`config.mk`:
```
export PLATFORM = sky130hd
export DESIGN_NAME = ordered_dither_mono_packer_unit
export DESIGN_NICKNAME = d
export VERILOG_FILES = /design/src/odmp_pkg.sv /design/src/ordered_dither_mono_packer_unit.sv /design/src/odmp_front.sv /design/src/odmp_queue.sv /design/src/odmp_back.sv
export SDC_FILE = /design/constraint.sdc
export NUM_CORES = 1
export LEC_CHECK = 0
export BUFFER_PORTS_ARGS = -buffer_cell sky130_fd_sc_hd__buf_2
export CORE_ASPECT_RATIO = 0.75
export CORE_UTILIZATION = 35
export CTS_CLUSTER_DIAMETER = 60
export CTS_CLUSTER_SIZE = 30
export DETAILED_ROUTE_END_ITERATION = 12
export HOLD_SLACK_MARGIN = 0.06
export PLACE_DENSITY = 0.48
export SYNTH_ARGS = -nofsm -noshare
export SYNTH_HDL_FRONTEND = slang
export SYNTH_SLANG_ARGS = --single-unit
export TNS_END_PERCENT = 30
```
`constraint.sdc`:
```
create_clock -name clk -period 25.9 [get_ports clk]
set_input_delay 5.18 -clock clk [delete_from_list [all_inputs] [get_ports clk]]
set_output_delay 5.18 -clock clk [all_outputs]
set_load 0.03 [all_outputs]
```
`src/odmp_pkg.sv`:
```
package odmp_pkg;

  localparam int unsigned QDEPTH = 4;
  localparam int unsigned QPTR_W = 2;
  localparam int unsigned QCNT_W = 3;

  localparam logic [8:0] THRESHOLD_RST = 9'd14;

  // stage word handed from front to back
  typedef struct packed {
    logic [7:0]  value;
    logic [13:0] prod;     // value * matrix entry
    logic [2:0]  pos;      // col % 7
    logic [12:0] addr;
  } odmp_entry_t;

  typedef struct packed {
    logic empty;
    logic full;
  } odmp_qstat_t;

  // 8x8 Bayer matrix, entries 1..64 (row 5 col 0 holds 35)
  function automatic logic [6:0] bayer_entry(input logic [2:0] row, input logic [2:0] col);
    logic [6:0] m;
    case ({row, col})
      6'o00: m = 7'd1;  6'o01: m = 7'd49; 6'o02: m = 7'd13; 6'o03: m = 7'd61;
      6'o04: m = 7'd4;  6'o05: m = 7'd52; 6'o06: m = 7'd16; 6'o07: m = 7'd64;
      6'o10: m = 7'd33; 6'o11: m = 7'd17; 6'o12: m = 7'd45; 6'o13: m = 7'd29;
      6'o14: m = 7'd36; 6'o15: m = 7'd20; 6'o16: m = 7'd48; 6'o17: m = 7'd32;
      6'o20: m = 7'd9;  6'o21: m = 7'd57; 6'o22: m = 7'd5;  6'o23: m = 7'd53;
      6'o24: m = 7'd12; 6'o25: m = 7'd60; 6'o26: m = 7'd8;  6'o27: m = 7'd56;
      6'o30: m = 7'd41; 6'o31: m = 7'd25; 6'o32: m = 7'd37; 6'o33: m = 7'd21;
      6'o34: m = 7'd44; 6'o35: m = 7'd28; 6'o36: m = 7'd40; 6'o37: m = 7'd24;
      6'o40: m = 7'd3;  6'o41: m = 7'd51; 6'o42: m = 7'd15; 6'o43: m = 7'd63;
      6'o44: m = 7'd2;  6'o45: m = 7'd50; 6'o46: m = 7'd14; 6'o47: m = 7'd62;
      6'o50: m = 7'd35; 6'o51: m = 7'd19; 6'o52: m = 7'd47; 6'o53: m = 7'd31;
      6'o54: m = 7'd34; 6'o55: m = 7'd18; 6'o56: m = 7'd46; 6'o57: m = 7'd30;
      6'o60: m = 7'd11; 6'o61: m = 7'd59; 6'o62: m = 7'd7;  6'o63: m = 7'd55;
      6'o64: m = 7'd10; 6'o65: m = 7'd58; 6'o66: m = 7'd6;  6'o67: m = 7'd54;
      6'o70: m = 7'd43; 6'o71: m = 7'd27; 6'o72: m = 7'd39; 6'o73: m = 7'd23;
      6'o74: m = 7'd42; 6'o75: m = 7'd26; 6'o76: m = 7'd38; 6'o77: m = 7'd22;
      default: m = 7'd1;
    endcase
    return m;
  endfunction

endpackage

```
`src/ordered_dither_mono_packer_unit.sv`:
```
// A byte-closing word passes the front register, a queue slot and the output register.
// Throughput: one word per cycle while the 4-entry queue has room; it splits front/back stalls.
// Pixels off screen are dropped in the front stage; others at column position 0..5
// only update the bit accumulator, position 6 emits one output word.
// Reset (rst_n low, synchronous) empties the pipeline and queue, clears the
// accumulator and sets the threshold to 14.
module ordered_dither_mono_packer_unit #(
  parameter int unsigned SCREEN_WIDTH  = 280,
  parameter int unsigned SCREEN_HEIGHT = 192
) (
  input  logic        clk,
  input  logic        rst_n,
  input  logic        in_tvalid,
  output logic        in_tready,
  input  logic [31:0] in_tdata,   // pixel_value[7:0], screen_row[15:8], screen_col[24:16], pad
  output logic        out_tvalid,
  input  logic        out_tready,
  output logic [23:0] out_tdata,  // byte_address[12:0], byte_data[19:13], pad
  input  logic        cfg_we,
  input  logic [8:0]  cfg_wdata
);

  logic [8:0]            threshold_r, threshold_nxt;
  logic                  push, pop;
  odmp_pkg::odmp_entry_t push_entry, pop_entry;
  odmp_pkg::odmp_qstat_t q_stat;
  logic [12:0]           byte_address;
  logic [6:0]            byte_data;

  assign threshold_nxt = cfg_we ? cfg_wdata : threshold_r;

  always_ff @(posedge clk) begin
    if (!rst_n) begin
      threshold_r <= odmp_pkg::THRESHOLD_RST;
    end else begin
      threshold_r <= threshold_nxt;
    end
  end

  odmp_front #(
    .SCREEN_WIDTH (SCREEN_WIDTH),
    .SCREEN_HEIGHT(SCREEN_HEIGHT)
  ) u_front (
    .clk        (clk),
    .rst_n      (rst_n),
    .in_valid   (in_tvalid),
    .in_ready   (in_tready),
    .pixel_value(in_tdata[7:0]),
    .screen_row (in_tdata[15:8]),
    .screen_col (in_tdata[24:16]),
    .q_stat     (q_stat),
    .push       (push),
    .push_entry (push_entry)
  );

  odmp_queue u_queue (
    .clk       (clk),
    .rst_n     (rst_n),
    .push      (push),
    .push_entry(push_entry),
    .pop       (pop),
    .pop_entry (pop_entry),
    .q_stat    (q_stat)
  );

  odmp_back u_back (
    .clk         (clk),
    .rst_n       (rst_n),
    .threshold   (threshold_r),
    .q_stat      (q_stat),
    .entry       (pop_entry),
    .pop         (pop),
    .out_valid   (out_tvalid),
    .out_ready   (out_tready),
    .byte_address(byte_address),
    .byte_data   (byte_data)
  );

  assign out_tdata = {4'b0, byte_data, byte_address};

endmodule

```
`src/odmp_front.sv`:
```
module odmp_front #(
  parameter int unsigned SCREEN_WIDTH  = 280,
  parameter int unsigned SCREEN_HEIGHT = 192
) (
  input  logic                 clk,
  input  logic                 rst_n,
  input  logic                 in_valid,
  output logic                 in_ready,
  input  logic [7:0]           pixel_value,
  input  logic [7:0]           screen_row,
  input  logic [8:0]           screen_col,
  input  odmp_pkg::odmp_qstat_t q_stat,
  output logic                 push,
  output odmp_pkg::odmp_entry_t push_entry
);

  logic                  f_valid_r, f_valid_nxt;
  odmp_pkg::odmp_entry_t f_entry_r, f_entry_nxt;
  logic                  accept, on_screen, moved;
  logic [15:0]           col_x73;
  logic [6:0]            q0;
  logic [9:0]            q0_x7;
  logic [9:0]            rem0;
  logic [6:0]            col_div7;
  logic [2:0]            col_mod7;
  logic [12:0]           addr;
  logic [6:0]            bayer_m;

  assign moved    = f_valid_r && !q_stat.full;
  assign in_ready = !f_valid_r || !q_stat.full;
  assign accept   = in_valid && in_ready;
  assign on_screen = ({1'b0, screen_col} < 10'(SCREEN_WIDTH)) &&
                     ({1'b0, screen_row} < 9'(SCREEN_HEIGHT));

  assign bayer_m = odmp_pkg::bayer_entry(screen_row[2:0], screen_col[2:0]);

  // col / 7 via 73/512, undershoots by at most one
  always_comb begin
    col_x73  = ({7'b0, screen_col} << 6) + ({7'b0, screen_col} << 3) + {7'b0, screen_col};
    q0       = col_x73[15:9];
    q0_x7    = ({3'b0, q0} << 3) - {3'b0, q0};
    rem0     = {1'b0, screen_col} - q0_x7;
    if (rem0 >= 10'd7) begin
      col_div7 = q0 + 7'd1;
      col_mod7 = 3'(rem0 - 10'd7);
    end else begin
      col_div7 = q0;
      col_mod7 = rem0[2:0];
    end
    addr = {screen_row[2:0], 10'b0} + {3'b0, screen_row[5:3], 7'b0} +
           13'({screen_row[7:6], 5'b0} + {2'b0, screen_row[7:6], 3'b0}) +
           {6'b0, col_div7};
  end

  always_comb begin
    f_entry_nxt       = f_entry_r;
    f_valid_nxt       = moved ? 1'b0 : f_valid_r;
    if (accept && on_screen) begin
      f_valid_nxt       = 1'b1;
      f_entry_nxt.value = pixel_value;
      f_entry_nxt.prod  = {6'b0, pixel_value} * {7'b0, bayer_m};
      f_entry_nxt.pos   = col_mod7;
      f_entry_nxt.addr  = addr;
    end
  end

  always_ff @(posedge clk) begin
    if (!rst_n) begin
      f_valid_r <= 1'b0;
    end else begin
      f_valid_r <= f_valid_nxt;
    end
    f_entry_r <= f_entry_nxt;
  end

  assign push       = moved;
  assign push_entry = f_entry_r;

endmodule

```
`src/odmp_queue.sv`:
```
module odmp_queue (
  input  logic                  clk,
  input  logic                  rst_n,
  input  logic                  push,
  input  odmp_pkg::odmp_entry_t push_entry,
  input  logic                  pop,
  output odmp_pkg::odmp_entry_t pop_entry,
  output odmp_pkg::odmp_qstat_t q_stat
);

  odmp_pkg::odmp_entry_t               slot_r [odmp_pkg::QDEPTH];
  logic [odmp_pkg::QPTR_W-1:0]         wr_ptr_r, wr_ptr_nxt;
  logic [odmp_pkg::QPTR_W-1:0]         rd_ptr_r, rd_ptr_nxt;
  logic [odmp_pkg::QCNT_W-1:0]         count_r, count_nxt;

  assign q_stat.empty = (count_r == '0);
  assign q_stat.full  = (count_r == odmp_pkg::QCNT_W'(odmp_pkg::QDEPTH));
  assign pop_entry    = slot_r[rd_ptr_r];

  always_comb begin
    wr_ptr_nxt = push ? wr_ptr_r + 1'b1 : wr_ptr_r;
    rd_ptr_nxt = pop  ? rd_ptr_r + 1'b1 : rd_ptr_r;
    count_nxt  = count_r;
    if (push && !pop) begin
      count_nxt = count_r + 1'b1;
    end else if (pop && !push) begin
      count_nxt = count_r - 1'b1;
    end
  end

  always_ff @(posedge clk) begin
    if (!rst_n) begin
      wr_ptr_r <= '0;
      rd_ptr_r <= '0;
      count_r  <= '0;
    end else begin
      wr_ptr_r <= wr_ptr_nxt;
      rd_ptr_r <= rd_ptr_nxt;
      count_r  <= count_nxt;
    end
    if (push) begin
      slot_r[wr_ptr_r] <= push_entry;
    end
  end

endmodule

```
`src/odmp_back.sv`:
```
module odmp_back (
  input  logic                  clk,
  input  logic                  rst_n,
  input  logic [8:0]            threshold,
  input  odmp_pkg::odmp_qstat_t q_stat,
  input  odmp_pkg::odmp_entry_t entry,
  output logic                  pop,
  output logic                  out_valid,
  input  logic                  out_ready,
  output logic [12:0]           byte_address,
  output logic [6:0]            byte_data
);

  logic [5:0]  acc_r, acc_nxt;
  logic        out_valid_r, out_valid_nxt;
  logic [12:0] out_addr_r, out_addr_nxt;
  logic [6:0]  out_data_r, out_data_nxt;
  logic [24:0] prod_x1040;
  logic [8:0]  q0;
  logic [14:0] q0_x63;
  logic [14:0] rem0;
  logic [8:0]  quot;
  logic [9:0]  dith;
  logic        lit, is_last, can_take;

  // prod / 63 via 1040/65536, undershoots by at most one
  always_comb begin
    prod_x1040 = ({11'b0, entry.prod} << 10) + ({11'b0, entry.prod} << 4);
    q0         = prod_x1040[24:16];
    q0_x63     = ({6'b0, q0} << 6) - {6'b0, q0};
    rem0       = {1'b0, entry.prod} - q0_x63;
    quot       = (rem0 >= 15'd63) ? q0 + 9'd1 : q0;
    dith       = {2'b0, entry.value} + {1'b0, quot};
    lit        = (dith >= {1'b0, threshold});
  end

  assign is_last  = (entry.pos == 3'd6);
  assign can_take = !is_last || !out_valid_r || out_ready;
  assign pop      = !q_stat.empty && can_take;

  always_comb begin
    acc_nxt       = acc_r;
    out_valid_nxt = (out_valid_r && !out_ready) ? 1'b1 : 1'b0;
    out_addr_nxt  = out_addr_r;
    out_data_nxt  = out_data_r;
    if (pop) begin
      if (is_last) begin
        out_valid_nxt = 1'b1;
        out_addr_nxt  = entry.addr;
        out_data_nxt  = {lit, acc_r};
      end else begin
        for (int i = 0; i < 6; i++) begin
          if (entry.pos == 3'(i)) begin
            acc_nxt[i] = lit;
          end
        end
      end
    end
  end

  always_ff @(posedge clk) begin
    if (!rst_n) begin
      acc_r       <= '0;
      out_valid_r <= 1'b0;
    end else begin
      acc_r       <= acc_nxt;
      out_valid_r <= out_valid_nxt;
    end
    out_addr_r <= out_addr_nxt;
    out_data_r <= out_data_nxt;
  end

  assign out_valid    = out_valid_r;
  assign byte_address = out_addr_r;
  assign byte_data    = out_data_r;

endmodule

```
==> impl_metrics.json, run 1 <==
{
  "pwr-share-comb_pct": 59.1,
  "slowest_delay_ns": 0.55,
  "worst_ep_required_time_ns": 26.15,
  "maxCapViolations": 0,
  "drtPass1Iterations": 5,
  "layout_commonest_cell": "edfxtp_1",
  "fillers": 3535,
  "p_per_area_nw_per_um2": 129,
  "setup.worst_path.class": "in2reg",
  "cts_buffer_depth": 3,
  "clock_latency_ns": 0.50,
  "gp_congestion": 0.808,
  "fin_util_pct": 40.0,
  "pwr-share-seq_pct": 25.2,
  "place_inst": 1563,
  "grt_setup_unrepaired": "no",
  "ys_top_cells_by_area": "edfxtp_1 (47%), ha_1 (12%), fa_1 (6.0%)",
  "ys_warn_count": 0,
  "ant_nets": 0,
  "end_kind": "flip-flop",
  "num_vias": 7602,
  "start_util_pct": 35.8,
  "yosysSeqAreaShare_pct": 51.0,
  "async_flop_share_pct": 0,
  "cts-root-buf": "clkbuf_16",
  "cts.sinks": 236,
  "pin_count": 72,
  "synth-seq-cells": 236,
  "routed_wl_um": 26500,
  "final_nets": 1289,
  "die_x_um": 228,
  "drv_slew": 0,
  "yosysTopAreaCell": "edfxtp_1",
  "core_um2": 37400,
  "num_antenna_cells": 0,
  "routedWlPerCell_um": 16.6,
  "placed_area_um2": 14300,
  "drive_above_1_share_pct": 13.2,
  "max_freq_mhz": 84.7,
  "stdcell_area_um2": 15000,
  "antenna_found_initial": 0,
  "drc": 0,
  "worst_pin_slew_ns": 1.11,
  "synth.distinct_cells": 64,
  "power_frac_clock_pct": 15.7,
  "syn_to_final_growth_pct": 11.8,
  "synth_edf_count": 210,
  "cts_tree": "done",
  "cts-buffers-inserted": 18,
  "peakVddDrop_v": 0.0000753,
  "syn-instance-count": 1007,
  "grt_max_degree": 40,
  "grt_pass1_wl_um": 42000,
  "final.setup.tns_ns": 0,
  "finalCritPeriodShare_pct": 45.6,
  "worst_clock_skew_ns": 0.0211,
  "max_slew_margin_pct": 25.6,
  "mappedNetlistArea_um2": 13400,
  "p_int_mw": 1.12,
  "die_h_um": 171,
  "status": "finished, final reports clean",
  "die_area_um2": 39000,
  "post_drt_via_cell_ratio": 4.77,
  "grt_use_total_pct": 13.6,
  "dpl.hpwl_um": 19100,
  "grt_overflow": 0,
  "mostFrequentLayoutCells": "edfxtp_1 (210), ha_1 (124), inv_1 (112)",
  "arrival_ns": 12.07,
  "crit_slowest_cell": "xnor2_1",
  "htreeDepth": 1,
  "hold_path_class": "reg2reg",
  "ys.flop_type": "edfxtp_1",
  "syn_avg_cell_area_um2": 13.3,
  "clkTransAtPathRegs_ns": 0.10,
  "p_switching_mw": 0.801,
  "setup_viol": 0,
  "port-buffer-count": 60,
  "drtIter0Drc": 335,
  "fin_crit_ns": 11.81,
  "swShare_pct": 41.6,
  "hold_viol": 0,
  "ctsResizeCount": 0,
  "path_max_fanout": 12,
  "postCtsSetupBuffers": 0,
  "cp-start-kind": "primary input",
  "first_global_vias": 7507,
  "p_leak_nw": 5.91,
  "final_cells": 1595,
  "synth.top_cell.area_share_pct": 47.1,
  "cts-hold-fix-buffers": 0,
  "rows": 61
}
-- area by class of cell --
type / count / area [um^2] / share of cell area (%)
tap: 504 / 631 / 4.21
inverter: 113 / 424 / 2.83
clock buffer: 19 / 475 / 3.18
sequential: 236 / 6830 / 45.6
clock inverter: 13 / 178 / 1.19
multi-input combinational: 642 / 6060 / 40.5
timing repair buffer: 68 / 360 / 2.41
-- path summary, 6_finish.rpt --
check             slack [ns]            start  cells past startpoint                endpoint
setup reg to reg       15.77        flip-flop                     38     u_back.byte_data[6]
hold / removal          0.43  u_back.acc_r[3]                      0     u_back.byte_data[3]
hold reg to reg         0.43  u_back.acc_r[3]                      0     u_back.byte_data[3]
setup / recovery       14.09     in_tdata[17]                     28  u_front.push_entry[12]
-- cells by family (layout without fill, tap and decap cells) --
group | count (synthesis) | count (layout) | synth area share (%)
flops | 236 | 236 | 51.0
simple gates | 209 | 209 | 7.95
fa+ha+maj | 164 | 164 | 17.6
compound gates | 140 | 140 | 6.95
buf+inv | 132 | 213 | 3.89
xor+xnor | 72 | 72 | 4.92
mux | 53 | 53 | 7.69
other cells | 1 | 4 | 0.0280
-- cells in the mapped netlist, drive strengths merged (13+ instances only) --
| cell | count |
|---|---|
| fa | 40 |
| buf | 13 |
| a21oi | 50 |
| mux2i | 14 |
| dfxtp | 26 |
| o21ai | 22 |
| nor3 | 13 |
| inv | 112 |
| and2 | 37 |
| xnor2 | 50 |
| a21o | 13 |
| edfxtp | 210 |
| nor2b | 16 |
| nand2 | 55 |
| nor2 | 38 |
| ha | 124 |
| xor2 | 20 |
| mux4 | 38 |
-- metrics by stage --
stage	power [mW]	worst slack [ns]	hold slack, ns
2_1_floorplan	1.39	14.95	0.403
3_3_place_gp	1.63	13.63	0.413
3_5_place_dp	1.64	13.54	0.416
4_1_cts	1.96	14.07	0.437
5_1_grt	2.11	13.37	0.452
6_report	1.93	14.09	0.435
-- state kept, by name, summed over array words and instances, names as in the netlist, named ones only --
signal               flops
u_back.byte_address     13
u_back.acc_r             6
u_front.f_valid_r        1
u_back.byte_data         7
u_front.push_entry      38
u_back.out_valid         1
u_queue.slot_r         152
u_queue.count_r          3
u_queue.rd_ptr_r         2
u_queue.wr_ptr_r         2
threshold_r              9
-- routing by layer --
metal / global-route usage, % / vias up / wire [um]
met5: 0 / - / 0
met4: 2.47 / 0 / 261
met3: 1.41 / 18 / 671
met2: 21.0 / 77 / 11500
met1: 20.7 / 3715 / 14100
li1: - / 3792 / -
-- worst max-delay path: cells and delay by family --
kind / cells / cell delay (ns)
AOI/OAI and AO/OA: 9 / 2.39
and+or+nand+nor: 6 / 1.10
buffers and inverters: 4 / 0.40
xor gates and xnor gates: 4 / 1.03
adders and majority gates: 5 / 1.94
-- power by group through the flow --
stage / registers (mW) / clock network, mW / logic (mW)
finish: 0.485 / 0.303 / 1.14
global route: 0.489 / 0.326 / 1.30
CTS: 0.485 / 0.313 / 1.16
detailed placement: 0.494 / 0 / 1.15
global placement: 0.493 / 0 / 1.13
floorplan: 0.500 / 0 / 0.888
(Power assumes the default switching activity.)
==> run 2, diff against run 1 <==
- clock period: 25.9 -> 12.23 ns (I/O delays scaled with it)
==> run 2 against run 1 <==
  * First-iteration DRC count is 1.2% higher
  * Clock power is 99% higher
  * Clock skew is 0.0040 ns lower
  * Final area is 0.25% lower
  * Critical path type is now reg2reg
  * Critical endpoint is now u_back.byte_data[6]
  * Largest power group unchanged
  * Highest routed layer unchanged
==> impl_metrics.json, run 2 (synthesis results as in run 1) <==
{
  "routedWlPerCell_um": 16.6,
  "layout_commonest_cell": "edfxtp_1",
  "max_slew_margin_pct": 34.0,
  "cts-hold-fix-buffers": 0,
  "path_max_fanout": 19,
  "slowest_delay_ns": 0.80,
  "setup.worst_path.class": "reg2reg",
  "grt_pass1_wl_um": 42600,
  "clkTransAtPathRegs_ns": 0.08,
  "cpMostUsedCell": "ha_1",
  "first_global_vias": 7630,
  "grt_use_total_pct": 13.8,
  "whs_ns": 0.433,
  "pwr-share-seq_pct": 26.2,
  "core_um2": 37400,
  "cts.sinks": 236,
  "cp-start-kind": "flip-flop",
  "routed_wl_um": 26500,
  "worst_pin_slew_ns": 0.982,
  "worst_clock_skew_ns": 0.0171,
  "pin_count": 72,
  "end_kind": "flip-flop",
  "finalCritPeriodShare_pct": 82.6,
  "cts_buffer_depth": 3,
  "status": "finished, final reports clean",
  "drtIter0Drc": 339,
  "pwr-share-comb_pct": 58.8,
  "htreeDepth": 1,
  "p_switching_mw": 1.65,
  "largest_reg_flops": 152,
  "power_mw": 4.02,
  "maxCapViolations": 0,
  "ant_nets": 0,
  "dpl.hpwl_um": 19300,
  "drive_above_1_share_pct": 13.3,
  "die_x_um": 228,
  "max_freq_mhz": 99.0,
  "mostFrequentLayoutCells": "edfxtp_1 (210), ha_1 (124), inv_1 (112)",
  "setup_viol": 0,
  "drv_slew": 0,
  "start_util_pct": 35.8,
  "cts-root-buf": "clkbuf_16",
  "power_frac_clock_pct": 15.0,
  "final_nets": 1290,
  "antenna_found_initial": 0,
  "peakVddDrop_v": 0.000133,
  "drtPass1Iterations": 4,
  "num_antenna_cells": 0,
  "fin_crit_ns": 10.10,
  "cts-buffers-inserted": 18,
  "gp_congestion": 0.805,
  "post_drt_via_cell_ratio": 4.76,
  "syn_to_final_growth_pct": 11.5,
  "num_vias": 7598,
  "p_leak_nw": 5.88,
  "worst_ep_required_time_ns": 12.46,
  "p_per_area_nw_per_um2": 270,
  "ctsResizeCount": 0,
  "cts_tree": "done",
  "grt_overflow": 0,
  "p_int_mw": 2.37,
  "hold_viol": 0,
  "final.setup.tns_ns": 0,
  "postCtsSetupBuffers": 0,
  "regMostFlops": "u_queue.slot_r",
  "clock_latency_ns": 0.49,
  "grt_max_degree": 40,
  "rows": 61,
  "swShare_pct": 41.0,
  "die_area_um2": 39000,
  "drc": 0,
  "die_h_um": 171,
  "arrival_ns": 10.34,
  "crit_slowest_cell": "dfxtp_2",
  "fillers": 3583,
  "port-buffer-count": 60,
  "grt_setup_unrepaired": "no",
  "hold_path_class": "reg2reg"
}
==> run 2: path summary, 6_finish.rpt <==
| kind | from | to | slack (ns) | cells after the start |
|---|---|---|---|---|
| setup / recovery | flip-flop | u_back.byte_data[6] | 2.13 | 38 |
| setup reg to reg | flip-flop | u_back.byte_data[6] | 2.13 | 38 |
| hold reg to reg | u_back.acc_r[3] | u_back.byte_data[3] | 0.43 | 0 |
| hold / removal | u_back.acc_r[3] | u_back.byte_data[3] | 0.43 | 0 |
==> run 2: power groups by stage <==
stage               combinational [mW]  sequential (mW)  clock, mW
floorplan                         1.88             1.06          0
global placement                  2.36             1.08          0
detailed placement                2.37             1.08          0
CTS                               2.40             1.06      0.620
global route                      2.69             1.07      0.650
finish                            2.36             1.06      0.603
==> run 2: area by class of cell <==
type | count | area [um^2] | area share, %
timing repair buffer | 69 | 368 | 2.46
clock buffer | 21 | 493 | 3.30
inverter | 113 | 424 | 2.84
sequential | 236 | 6830 | 45.8
clock inverter | 11 | 115 | 0.771
tap | 504 | 631 | 4.23
multi-input combinational | 642 | 6060 | 40.6
==> run 2: stage by stage <==
| stage | area [um^2] | std cells | util, % | worst slack, ns |
|---|---|---|---|---|
| after global placement | 14300 | 1564 | 38.3 | 2.18 |
| after floorplan | 13400 | 1010 | - | 2.68 |
| final | 14900 | 1596 | 39.9 | 2.13 |
| after detailed placement | 14300 | 1564 | 38.3 | 2.06 |
| after global routing | 14900 | 1596 | 39.9 | 1.47 |
| after CTS | 14900 | 1596 | 39.9 | 2.02 |
==> run 2: worst max-delay path, delay by kind of cell (launching register included) <==
kind / cells / cell delay [ns]
AOI/OAI and AO/OA: 14 / 2.63
DFF: 1 / 0.80
xor gates and xnor gates: 3 / 0.65
and+or+nand+nor: 9 / 2.36
muxes: 1 / 0.61
adders and majority gates: 7 / 2.17
buffers and inverters: 4 / 0.60
==> run 2: layer usage <==
layer  global-route usage, %  share of wire (%)  up-vias  wire (um)
li1                        -                  -     3807          -
met1                    20.6                 53     3703      14000
met2                    22.0                 44       70      11700
met3                    1.26                2.0       18        530
met4                    2.00               0.88        0        234
met5                       0                  0        -          0
==> run 3, diff against run 2 <==
- ABC_AREA: default -> 1
- PLACE_DENSITY: 0.48 -> 0.47
- clock period: 12.23 -> 10.1 ns (I/O delays scaled with it)
==> run 3 against run 2 <==
  * Hold slack improved by 0.0025 ns
  * Sequential cell count unchanged
  * Final area increased by 7.3%
  * Cell count increased by 29%
  * Setup slack got worse by 0.51 ns
  * Critical path depth increased by 13
  * Sequential share of layout area decreased by 3.1 points
==> impl_metrics.json, run 3 <==
{
  "status": "finished, final reports clean",
  "cts-root-buf": "clkbuf_16",
  "cts-hold-fix-buffers": 0,
  "final_cells": 2066,
  "syn-instance-count": 1470,
  "place_inst": 2028,
  "routed_wl_um": 31000,
  "ys_warn_count": 0,
  "die_area_um2": 41800,
  "grt_max_degree": 49,
  "drv_slew": 0,
  "drtIter0Drc": 498,
  "mappedNetlistArea_um2": 14300,
  "hold_viol": 0,
  "grt_pass1_wl_um": 50300,
  "synth.top_cell.area_share_pct": 44.0,
  "crit_slowest_cell": "inv_1",
  "synth-seq-cells": 236,
  "grt_setup_unrepaired": "no",
  "max_slew_margin_pct": 35.6,
  "dr.max_layer_used": "met4",
  "dpl.hpwl_um": 22500,
  "routedWlPerCell_um": 15.0,
  "gp_congestion": 0.863,
  "max_freq_mhz": 118,
  "pin_count": 72,
  "finalCritPeriodShare_pct": 84.0,
  "arrival_ns": 8.89,
  "setup_viol": 0,
  "regMostFlops": "u_queue.slot_r",
  "clkTransAtPathRegs_ns": 0.07,
  "ys.flop_type": "edfxtp_1",
  "worst_clock_skew_ns": 0.0360,
  "num_antenna_cells": 0,
  "postCtsSetupBuffers": 0,
  "layout_commonest_cell": "nand2_1",
  "grt_overflow": 0,
  "synth_edf_count": 210,
  "port-buffer-count": 60,
  "wl_met2_um": 12800,
  "yosysMostFrequentCell": "nand2_1",
  "ys_top_cells_by_area": "edfxtp_1 (44%), ha_1 (11%), nand2_1 (6.5%)",
  "maxCapViolations": 0,
  "ant_nets": 0,
  "start_util_pct": 35.9,
  "rows": 63,
  "cts_tree": "done",
  "cts_buffer_depth": 3,
  "die_h_um": 177,
  "die_x_um": 236,
  "drtPass1Iterations": 5,
  "num_vias": 9662,
  "syn_to_final_growth_pct": 11.7,
  "pre_cts_ws_ns": 1.46,
  "first_global_vias": 9321,
  "largest_reg_flops": 152,
  "synth.distinct_cells": 56,
  "core_um2": 40000,
  "clock_latency_ns": 0.53,
  "cp-start-kind": "flip-flop",
  "mostFrequentLayoutCells": "nand2_1 (248), inv_1 (235), edfxtp_1 (210)",
  "final_nets": 1741,
  "final.setup.tns_ns": 0,
  "worst_pin_slew_ns": 0.964,
  "worst_ep_required_time_ns": 10.51,
  "cpMostUsedCell": "inv_1",
  "drc": 0,
  "drive_above_1_share_pct": 11.6,
  "ctsResizeCount": 0,
  "fin_util_pct": 40.1,
  "grt_use_total_pct": 15.1,
  "netlist_top_cells_count": "nand2_1 (248), inv_1 (235), edfxtp_1 (210), nor2_1 (127), ha_1 (124)",
  "path_max_fanout": 18,
  "end_kind": "flip-flop",
  "cts-buffers-inserted": 21,
  "wl_met1_um": 16600,
  "post_drt_via_cell_ratio": 4.68,
  "hold_path_class": "reg2reg",
  "slowest_delay_ns": 0.55,
  "fin_crit_ns": 8.49,
  "cts.sinks": 236,
  "antenna_found_initial": 0,
  "setup.worst_path.class": "reg2reg",
  "yosysSeqAreaShare_pct": 47.6,
  "async_flop_share_pct": 0,
  "yosysTopAreaCell": "edfxtp_1",
  "htreeDepth": 1,
  "syn_avg_cell_area_um2": 9.75,
  "dr_wl_met3_um": 1200,
  "fin_ws_ns": 1.61
}
run 3: logic make-up after synthesis:
family | count (synthesis) | synth area share, %
fa+ha+maj | 164 | 16.4
simple gates | 514 | 16.0
flops | 236 | 47.6
xor+xnor | 58 | 3.60
other cells | 1 | 0.0262
buf+inv | 281 | 7.78
compound gates | 216 | 8.58
run 3: worst paths after layout:
path                         from                  end  slack, ns  cells past startpoint
setup / recovery        flip-flop      u_back.acc_r[1]       1.61                     51
hold / removal    u_back.acc_r[3]  u_back.byte_data[3]       0.44                      0
setup reg to reg        flip-flop      u_back.acc_r[1]       1.61                     51
hold reg to reg   u_back.acc_r[3]  u_back.byte_data[3]       0.44                      0
run 3: layer usage:
metal | vias up | track usage (%)
met5 | - | 0
met4 | 0 | 2.48
met3 | 27 | 2.01
met2 | 154 | 23.0
met1 | 4482 | 23.0
li1 | 4999 | -
run 3: cell type report:
type                       instances  area, um^2
sequential                       236        6830
fill                            3944       23900
inverter                         246         926
tap                              520         651
clock inverter                    17         255
multi-input combinational        956        6450
timing repair buffer              70         375
clock buffer                      21         526
run 3: worst max-delay path, delay by kind of cell, from the launching register on:
kind / cells / cell delay, ns
fa+ha+maj: 6 / 2.15
simple gates: 23 / 2.33
compound gates: 9 / 2.04
flops: 1 / 0.31
xor+xnor: 2 / 0.33
buf+inv: 11 / 1.22
run 3: per-stage QoR:
step                      instance area, um^2  hold slack [ns]
after floorplan                         14400            0.409
after global placement                  15200            0.421
after detailed placement                15200            0.422
after CTS                               16000            0.439
after global routing                    16000            0.454
final                                   16000            0.435
Power of run 3 is left out: the tool's default activity adds up to more than one toggle a clock period on the data nets, which glitch-free logic cannot reach.
